**config.mk**
```make
export PLATFORM = sky130hd
export DESIGN_NAME = right_hand_maze_walker
export DESIGN_NICKNAME = d
export VERILOG_FILES = /design/src/sv/rhmw_pkg.sv /design/src/sv/right_hand_maze_walker.sv
export SDC_FILE = /design/constraint.sdc
export NUM_CORES = 1
export LEC_CHECK = 0
export BUFFER_PORTS_ARGS = -buffer_cell sky130_fd_sc_hd__buf_2
export CORE_UTILIZATION = 30
export DETAILED_ROUTE_END_ITERATION = 8
export REMOVE_ABC_BUFFERS = 1
export SYNTH_ARGS = -nofsm -noshare
export SYNTH_HDL_FRONTEND = slang
export SYNTH_SLANG_ARGS = --single-unit
```
**constraint.sdc**
```tcl
create_clock -name i_clk -period 12.8 [get_ports i_clk]
set_input_delay 0 -clock i_clk [delete_from_list [all_inputs] [get_ports i_clk]]
set_output_delay 0 -clock i_clk [all_outputs]
set_load 0.01 [all_outputs]
```
**src/sv/rhmw_pkg.sv**
```systemverilog
// Package for the right-hand maze walker: action, status, heading and
// register index codes, reset values and heading step helpers.
// No dependencies.
`default_nettype none

package rhmw_pkg;

    // action codes (input tuser)
    localparam logic [1:0] ACT_WRITE = 2'd0;
    localparam logic [1:0] ACT_START = 2'd1;
    localparam logic [1:0] ACT_STEP  = 2'd2;

    // result status codes
    localparam logic [2:0] ST_ACCEPTED = 3'd0;
    localparam logic [2:0] ST_STEPPED  = 3'd1;
    localparam logic [2:0] ST_GOAL     = 3'd2;
    localparam logic [2:0] ST_LIMIT    = 3'd3;
    localparam logic [2:0] ST_BOUNDS   = 3'd4;
    localparam logic [2:0] ST_DONE     = 3'd5;

    // headings
    localparam logic [1:0] HD_NORTH = 2'd0;
    localparam logic [1:0] HD_EAST  = 2'd1;
    localparam logic [1:0] HD_SOUTH = 2'd2;
    localparam logic [1:0] HD_WEST  = 2'd3;

    // configuration register indexes
    localparam logic [2:0] CFG_MAZE_WIDTH  = 3'd0;
    localparam logic [2:0] CFG_MAZE_HEIGHT = 3'd1;
    localparam logic [2:0] CFG_GOAL_X      = 3'd2;
    localparam logic [2:0] CFG_GOAL_Y      = 3'd3;
    localparam logic [2:0] CFG_STEP_LIMIT  = 3'd4;

    // configuration reset values
    localparam logic [4:0] RST_MAZE_WIDTH  = 5'd13;
    localparam logic [4:0] RST_MAZE_HEIGHT = 5'd13;
    localparam logic [3:0] RST_GOAL_X      = 4'd0;
    localparam logic [3:0] RST_GOAL_Y      = 4'd2;
    localparam logic [7:0] RST_STEP_LIMIT  = 8'd100;

    localparam logic [7:0] STEP_SAT = 8'd255;

    // one input request, as unpacked from the stream
    typedef struct packed {
        logic [1:0] action;
        logic [1:0] start_heading;
        logic       is_wall;
        logic [3:0] pos_y;
        logic [3:0] pos_x;
    } t_req;

    // one result
    typedef struct packed {
        logic [7:0] step_count;
        logic [2:0] status;
        logic [1:0] heading;
        logic [3:0] cur_y;
        logic [3:0] cur_x;
    } t_rsp;

    // x offset of a heading, two's complement in 6 bits
    function automatic logic [5:0] dir_dx(input logic [1:0] h);
        logic [5:0] d;
        unique case (h)
            HD_EAST: d = 6'h01;
            HD_WEST: d = 6'h3F;
            default: d = 6'h00;
        endcase
        return d;
    endfunction

    // y offset of a heading, north is toward row zero
    function automatic logic [5:0] dir_dy(input logic [1:0] h);
        logic [5:0] d;
        unique case (h)
            HD_NORTH: d = 6'h3F;
            HD_SOUTH: d = 6'h01;
            default:  d = 6'h00;
        endcase
        return d;
    endfunction

endpackage

`default_nettype wire

```
**src/sv/right_hand_maze_walker.sv**
```systemverilog
// Right-hand maze walker: a request passes the input register, then one
// combinational pass into the result register.
// Throughput one request per cycle while the result stream is not stalled;
// the pace is set by the single update of walker state and wall grid per cycle.
// Synchronous active-low reset clears walker state, handshake state and
// config to defaults; the wall grid is not reset and must be written first.
// Depends on rhmw_pkg.
`default_nettype none

module right_hand_maze_walker
    import rhmw_pkg::*;
#(
    parameter int GRID_SIDE = 16
) (
    input  wire         i_clk,
    input  wire         i_rst_n,

    // input stream
    input  wire         s_axis_tvalid,
    output logic        s_axis_tready,
    input  wire  [15:0] s_axis_tdata,   // pos_x[3:0], pos_y[7:4], is_wall[8],
                                        // start_heading[10:9], zero[15:11]
    input  wire  [1:0]  s_axis_tuser,   // action[1:0]

    // result stream
    output logic        m_axis_tvalid,
    input  wire         m_axis_tready,
    output logic [23:0] m_axis_tdata,   // cur_x[3:0], cur_y[7:4], heading[9:8],
                                        // status[12:10], step_count[20:13],
                                        // zero[23:21]

    // config write port
    input  wire         i_cfg_we,
    input  wire  [2:0]  i_cfg_idx,
    input  wire  [7:0]  i_cfg_wdata
);

    // Coordinates are 4 bits, so cells past 15 can never be reached.
    localparam int CELLS_SIDE = (GRID_SIDE < 16) ? GRID_SIDE : 16;
    localparam int IDX_W      = $clog2(CELLS_SIDE);
    localparam logic [5:0] SIDE6 = 6'(CELLS_SIDE);

    // ---------------------------------------------------------------
    // Config registers
    // ---------------------------------------------------------------
    logic [4:0] r_maze_width;
    logic [4:0] r_maze_height;
    logic [3:0] r_goal_x;
    logic [3:0] r_goal_y;
    logic [7:0] r_step_limit;

    always_ff @(posedge i_clk) begin
        if (!i_rst_n) begin
            r_maze_width  <= RST_MAZE_WIDTH;
            r_maze_height <= RST_MAZE_HEIGHT;
            r_goal_x      <= RST_GOAL_X;
            r_goal_y      <= RST_GOAL_Y;
            r_step_limit  <= RST_STEP_LIMIT;
        end else if (i_cfg_we) begin
            unique case (i_cfg_idx)
                CFG_MAZE_WIDTH:  r_maze_width  <= i_cfg_wdata[4:0];
                CFG_MAZE_HEIGHT: r_maze_height <= i_cfg_wdata[4:0];
                CFG_GOAL_X:      r_goal_x      <= i_cfg_wdata[3:0];
                CFG_GOAL_Y:      r_goal_y      <= i_cfg_wdata[3:0];
                CFG_STEP_LIMIT:  r_step_limit  <= i_cfg_wdata;
                default: ;  // unused indexes are dropped
            endcase
        end
    end

    // ---------------------------------------------------------------
    // Input register stage
    // ---------------------------------------------------------------
    logic r_in_valid;
    t_req r_in;
    logic r_out_valid;
    t_rsp r_out;
    logic w_proc;

    // process the held request when the result slot is free or draining
    assign w_proc        = r_in_valid && (!r_out_valid || m_axis_tready);
    assign s_axis_tready = !r_in_valid || w_proc;

    always_ff @(posedge i_clk) begin
        if (!i_rst_n) begin
            r_in_valid <= 1'b0;
        end else if (s_axis_tready) begin
            r_in_valid <= s_axis_tvalid;
        end
    end

    always_ff @(posedge i_clk) begin
        if (s_axis_tready && s_axis_tvalid) begin
            r_in.action        <= s_axis_tuser;
            r_in.pos_x         <= s_axis_tdata[3:0];
            r_in.pos_y         <= s_axis_tdata[7:4];
            r_in.is_wall       <= s_axis_tdata[8];
            r_in.start_heading <= s_axis_tdata[10:9];
        end
    end

    // ---------------------------------------------------------------
    // Walker state and wall grid (grid bit 1 = wall, no reset)
    // ---------------------------------------------------------------
    logic [3:0] r_x, n_x;
    logic [3:0] r_y, n_y;
    logic [1:0] r_head, n_head;
    logic [7:0] r_steps, n_steps;
    logic       r_done, n_done;
    t_rsp       n_out;

    logic [CELLS_SIDE-1:0] r_wall [CELLS_SIDE];

    // neighbor cells to the right and straight ahead
    logic [1:0] w_right_h, w_left_h;
    logic [5:0] w_rx, w_ry, w_fx, w_fy;
    logic       w_right_open, w_fwd_open;
    logic       w_wr_en;
    logic [7:0] w_steps_inc;

    assign w_right_h = r_head + 2'd1;
    assign w_left_h  = r_head - 2'd1;
    assign w_rx = {2'b00, r_x} + dir_dx(w_right_h);
    assign w_ry = {2'b00, r_y} + dir_dy(w_right_h);
    assign w_fx = {2'b00, r_x} + dir_dx(r_head);
    assign w_fy = {2'b00, r_y} + dir_dy(r_head);

    // off-grid neighbors (negative wraps to bit 5 set) read as walls
    assign w_right_open = !w_rx[5] && !w_ry[5] && (w_rx < SIDE6) && (w_ry < SIDE6)
                          && !r_wall[w_ry[IDX_W-1:0]][w_rx[IDX_W-1:0]];
    assign w_fwd_open   = !w_fx[5] && !w_fy[5] && (w_fx < SIDE6) && (w_fy < SIDE6)
                          && !r_wall[w_fy[IDX_W-1:0]][w_fx[IDX_W-1:0]];

    assign w_steps_inc = (r_steps < STEP_SAT) ? r_steps + 8'd1 : r_steps;

    // writes outside the stored grid are ignored
    assign w_wr_en = w_proc && (r_in.action == ACT_WRITE)
                     && ({2'b00, r_in.pos_x} < SIDE6) && ({2'b00, r_in.pos_y} < SIDE6);

    always_comb begin
        n_x     = r_x;
        n_y     = r_y;
        n_head  = r_head;
        n_steps = r_steps;
        n_done  = r_done;
        n_out.status = ST_ACCEPTED;
        unique case (r_in.action)
            ACT_START: begin
                n_x     = r_in.pos_x;
                n_y     = r_in.pos_y;
                n_head  = r_in.start_heading;
                n_steps = 8'd0;
                n_done  = 1'b0;
            end
            ACT_STEP: begin
                if (r_done) begin
                    n_out.status = ST_DONE;
                end else begin
                    n_steps = w_steps_inc;
                    if (w_steps_inc > r_step_limit) begin
                        n_done       = 1'b1;
                        n_out.status = ST_LIMIT;
                    end else if (({1'b0, r_x} >= r_maze_width)
                                 || ({1'b0, r_y} >= r_maze_height)) begin
                        n_done       = 1'b1;
                        n_out.status = ST_BOUNDS;
                    end else begin
                        // right-hand rule: right, else ahead, else turn left
                        if (w_right_open) begin
                            n_head = w_right_h;
                            n_x    = w_rx[3:0];
                            n_y    = w_ry[3:0];
                        end else if (w_fwd_open) begin
                            n_x = w_fx[3:0];
                            n_y = w_fy[3:0];
                        end else begin
                            n_head = w_left_h;
                        end
                        if ((n_x == r_goal_x) && (n_y == r_goal_y)) begin
                            n_done       = 1'b1;
                            n_out.status = ST_GOAL;
                        end else begin
                            n_out.status = ST_STEPPED;
                        end
                    end
                end
            end
            default: ;  // write and the unused action leave the walker alone
        endcase
        n_out.cur_x      = n_x;
        n_out.cur_y      = n_y;
        n_out.heading    = n_head;
        n_out.step_count = n_steps;
    end

    always_ff @(posedge i_clk) begin
        if (!i_rst_n) begin
            r_x     <= 4'd0;
            r_y     <= 4'd0;
            r_head  <= HD_NORTH;
            r_steps <= 8'd0;
            r_done  <= 1'b0;
        end else if (w_proc) begin
            r_x     <= n_x;
            r_y     <= n_y;
            r_head  <= n_head;
            r_steps <= n_steps;
            r_done  <= n_done;
        end
    end

    always_ff @(posedge i_clk) begin
        if (w_wr_en) begin
            r_wall[r_in.pos_y[IDX_W-1:0]][r_in.pos_x[IDX_W-1:0]] <= r_in.is_wall;
        end
    end

    // ---------------------------------------------------------------
    // Result register
    // ---------------------------------------------------------------
    always_ff @(posedge i_clk) begin
        if (!i_rst_n) begin
            r_out_valid <= 1'b0;
        end else if (w_proc) begin
            r_out_valid <= 1'b1;
        end else if (m_axis_tready) begin
            r_out_valid <= 1'b0;
        end
    end

    always_ff @(posedge i_clk) begin
        if (w_proc) begin
            r_out <= n_out;
        end
    end

    assign m_axis_tvalid = r_out_valid;
    assign m_axis_tdata  = {3'b000, r_out.step_count, r_out.status, r_out.heading,
                            r_out.cur_y, r_out.cur_x};

    // ---------------------------------------------------------------
    // Assertions
    // ---------------------------------------------------------------

    // a finished walk stays finished until a start request is processed
    a_done_sticky: assert property (@(posedge i_clk) disable iff (!i_rst_n)
        (r_done && !(w_proc && (r_in.action == ACT_START))) |=> r_done)
        else $error("walk finished flag dropped without a start");

    // walker state only moves when a request is processed
    a_state_hold: assert property (@(posedge i_clk) disable iff (!i_rst_n)
        !w_proc |=> ($stable(r_x) && $stable(r_y) && $stable(r_head)
                     && $stable(r_steps)))
        else $error("walker state changed without a request");

    // a step request advances the count by at most one
    a_step_inc: assert property (@(posedge i_clk) disable iff (!i_rst_n)
        (w_proc && (r_in.action == ACT_STEP)) |=>
            ((r_steps == $past(r_steps)) || (r_steps == $past(r_steps) + 8'd1)))
        else $error("step count jumped");

    // no result is overwritten before it is taken
    a_no_overrun: assert property (@(posedge i_clk) disable iff (!i_rst_n)
        (r_out_valid && !m_axis_tready) |-> !w_proc)
        else $error("result register overwritten while stalled");

endmodule

`default_nettype wire
```
==> results.json <==
{
  "synth_cell_type_count": 81,
  "synth_edf_count": 290,
  "portBuffers": 51,
  "cts-root-buf": "clkbuf_16",
  "syn_avg_cell_area_um2": 12.39,
  "antenna_found_initial": 0,
  "placed_area_mm2": 0.01968,
  "grt_max_degree": 121,
  "synth_async_sr_flop_share_pct": 0,
  "cts_tree": "done",
  "dieArea_mm2": 0.06333,
  "hold_class": "input pin to register",
  "clock_sinks": 337,
  "rsz0062_at_grt": "no",
  "hold_slack_ns": 0.1568,
  "cp_max_fo": 50,
  "drive_gt1_share_pct": 19.24,
  "yosysTopAreaCellShare_pct": 46.57,
  "gp_congestion": 0.8879,
  "core_area_mm2": 0.06160,
  "antenna_left": 0,
  "r2r_cells": 14,
  "worst_ep_arrival_time_ns": 7.06,
  "synth_top_area_cell": "edfxtp_1",
  "ys.flop_type": "edfxtp_1",
  "clock_path_buffers": 3,
  "remaining_drc_errors": 0,
  "synthCells": 1509,
  "synth_area_mm2": 0.01870,
  "path_clk_slew_ns": 0.07,
  "max_freq_mhz": 151.3,
  "cts_resized": 0,
  "critPathLaunchType": "register",
  "dr_total_vias": 13040,
  "grt_pass1_vias": 12880,
  "placementRows": 91,
  "gr-usage-all-layers_pct": 16.61,
  "io_pins": 60,
  "p_leak_nw": 6.874,
  "wl_per_cell_um": 21.97,
  "place_hpwl_mm": 32.85,
  "yosysSeqAreaShare_pct": 51.60,
  "initial_utilization_pct": 30.36,
  "r2r_slack_ns": 6.19,
  "wl_mm": 53.11,
  "fin_nets": 1634,
  "worstSkewPairLatency_ns": 0.58,
  "yosys_warnings": 0,
  "h-tree-depth": 2,
  "status": "completed",
  "finalCritPeriodShare_pct": 51.65,
  "worstHoldPathCells": 2,
  "clock_skew_ns": 0.02188,
  "worstSetupPathType": "register to register",
  "slew-limit-headroom_pct": 16.69,
  "first_pass_iters": 6,
  "die_h_um": 251.7,
  "hold_violations": 0,
  "period_needed_ns": 6.611,
  "drtIter0Drc": 1252,
  "vias_per_cell": 5.394,
  "required_ns": 13.25,
  "drv_slew": 0,
  "synth.area.top_cells": "edfxtp_1 (47%), mux4_2 (15%), nor2_1 (6.0%)",
  "n_fill_cell": 5999,
  "worstMarginPinSlew_ns": 1.247,
  "numCtsBuffers": 39,
  "setup_viol": 0,
  "cap_violations": 0,
  "final_common_cell": "nor2_1",
  "finalSetupTns_ns": 0,
  "grt-ovfl-total": 0,
  "ys_seq_elements": 337,
  "endpoint_kind": "register",
  "final_cell_mix": "nor2_1 (297), edfxtp_1 (290), mux4_2 (128), nand2_1 (121), buf_2 (51)",
  "p_per_area_mw_per_mm2": 133.4,
  "grt_pass1_wl_mm": 79.10,
  "syn_to_final_growth_pct": 13.29,
  "vdd_ir_drop_max_mv": 0.08524,
  "antennaDiodeCount": 0,
  "design_area_mm2": 0.02118,
  "die_x_um": 251.7
}
==> worst max-delay path, cell delays in order, from the launching register on <==
cell and delay, ns:
dfxtp_1 0.39, ha_1 0.49, fa_4 1.14, buf_4 0.76, mux4_2 0.37, nor3b_1 0.23
a211oi_1 0.08, a311oi_1 0.39, a211o_1 0.28, nor2_2 0.08, nor2_1 0.81, a31oi_1 0.49
o221ai_1 0.46, nand3_1 0.15, o221a_2 0.30
==> final timing paths <==
path,to,from
setup / recovery,r_y[2],r_head[0]
setup reg to reg,r_y[2],r_head[0]
hold / removal,r_in[3],s_axis_tdata[3]
hold reg to reg,r_step_limit[3],r_step_limit[3]
==> per-stage QoR <==
step                      util [%]  power, mW  instances  setup WS (ns)
final                        34.39      2.825       2417          6.189
after global routing         34.39      2.921       2417          5.831
after CTS                    34.39      2.843       2417          6.208
after detailed placement     31.95      1.816       2316          6.202
after global placement       31.95      1.811       2316          6.290
after floorplan                  -      1.648       1405          5.999
==> Yosys cell counts, drive strengths merged (8+ instances only) <==
library cell,instances
mux2i,30
nor2,299
buf,45
nand2b,8
and3,12
xor2,10
dfxtp,47
xnor2,17
edfxtp,290
a21boi,20
o21a,16
clkbuf,61
mux4,128
o211ai,9
a211oi,27
a31oi,10
inv,40
nor2b,27
nand2,122
nor3b,13
o21ai,30
a21o,9
mux2,13
o221a,10
a21oi,32
ha,41
nand3,40
==> sequential cells by signal, indices dropped and copies added, names as in the netlist <==
signal and flops:
r_y 4, r_maze_height 5, r_head 2, m_axis_tdata 21, r_done 1, r_wall 256
r_step_limit 8, r_maze_width 5, r_goal_x 4, r_in 13, r_steps 8, m_axis_tvalid 1
r_in_valid 1, r_goal_y 4, r_x 4
==> kinds of logic after synthesis <==
group           count (synthesis)  synth area share, %
compound gates                219                8.826
xor+xnor                       30                1.713
fa+ha+maj                      43                2.958
buf+inv                       146                3.747
flops                         337                51.60
mux                           171                17.81
other cells                     1              0.02005
simple gates                  562                13.33
==> timing repair <==
action,4_1_cts,5_1_grt
buffers inserted,0,0
hold buffers,37,0
endpoints found under the setup margin,0,0
endpoints found under the hold margin,41,0
==> layer usage <==
layer	part of all wire (%)	global-route usage (%)	vias to the layer above
met4	2.9	5.401	0
met2	49	28.14	600
met3	8.5	3.157	87
met5	0	0	-
li1	-	-	5769
met1	40	21.29	6581
==> where the power goes <==
group          total [mW]  switching (mW)  leakage [nW]  internal, mW
logic               0.584           0.343          3.32         0.242
clock network        1.02           0.457         0.549         0.563
registers            1.22          0.0147          3.01          1.21
==> layout make-up <==
cell class | count | area, um2 | share of cell area [%]
Inverter | 40 | 150.1 | 0.7088
Multi-Input combinational cell | 1028 | 8406 | 39.68
Clock inverter | 16 | 123.9 | 0.5847
Tap cell | 837 | 1047 | 4.944
Sequential cell | 337 | 9649 | 45.55
Clock buffer | 48 | 1010 | 4.766
Timing Repair Buffer | 111 | 798.3 | 3.768
(Power assumes the default switching activity.)
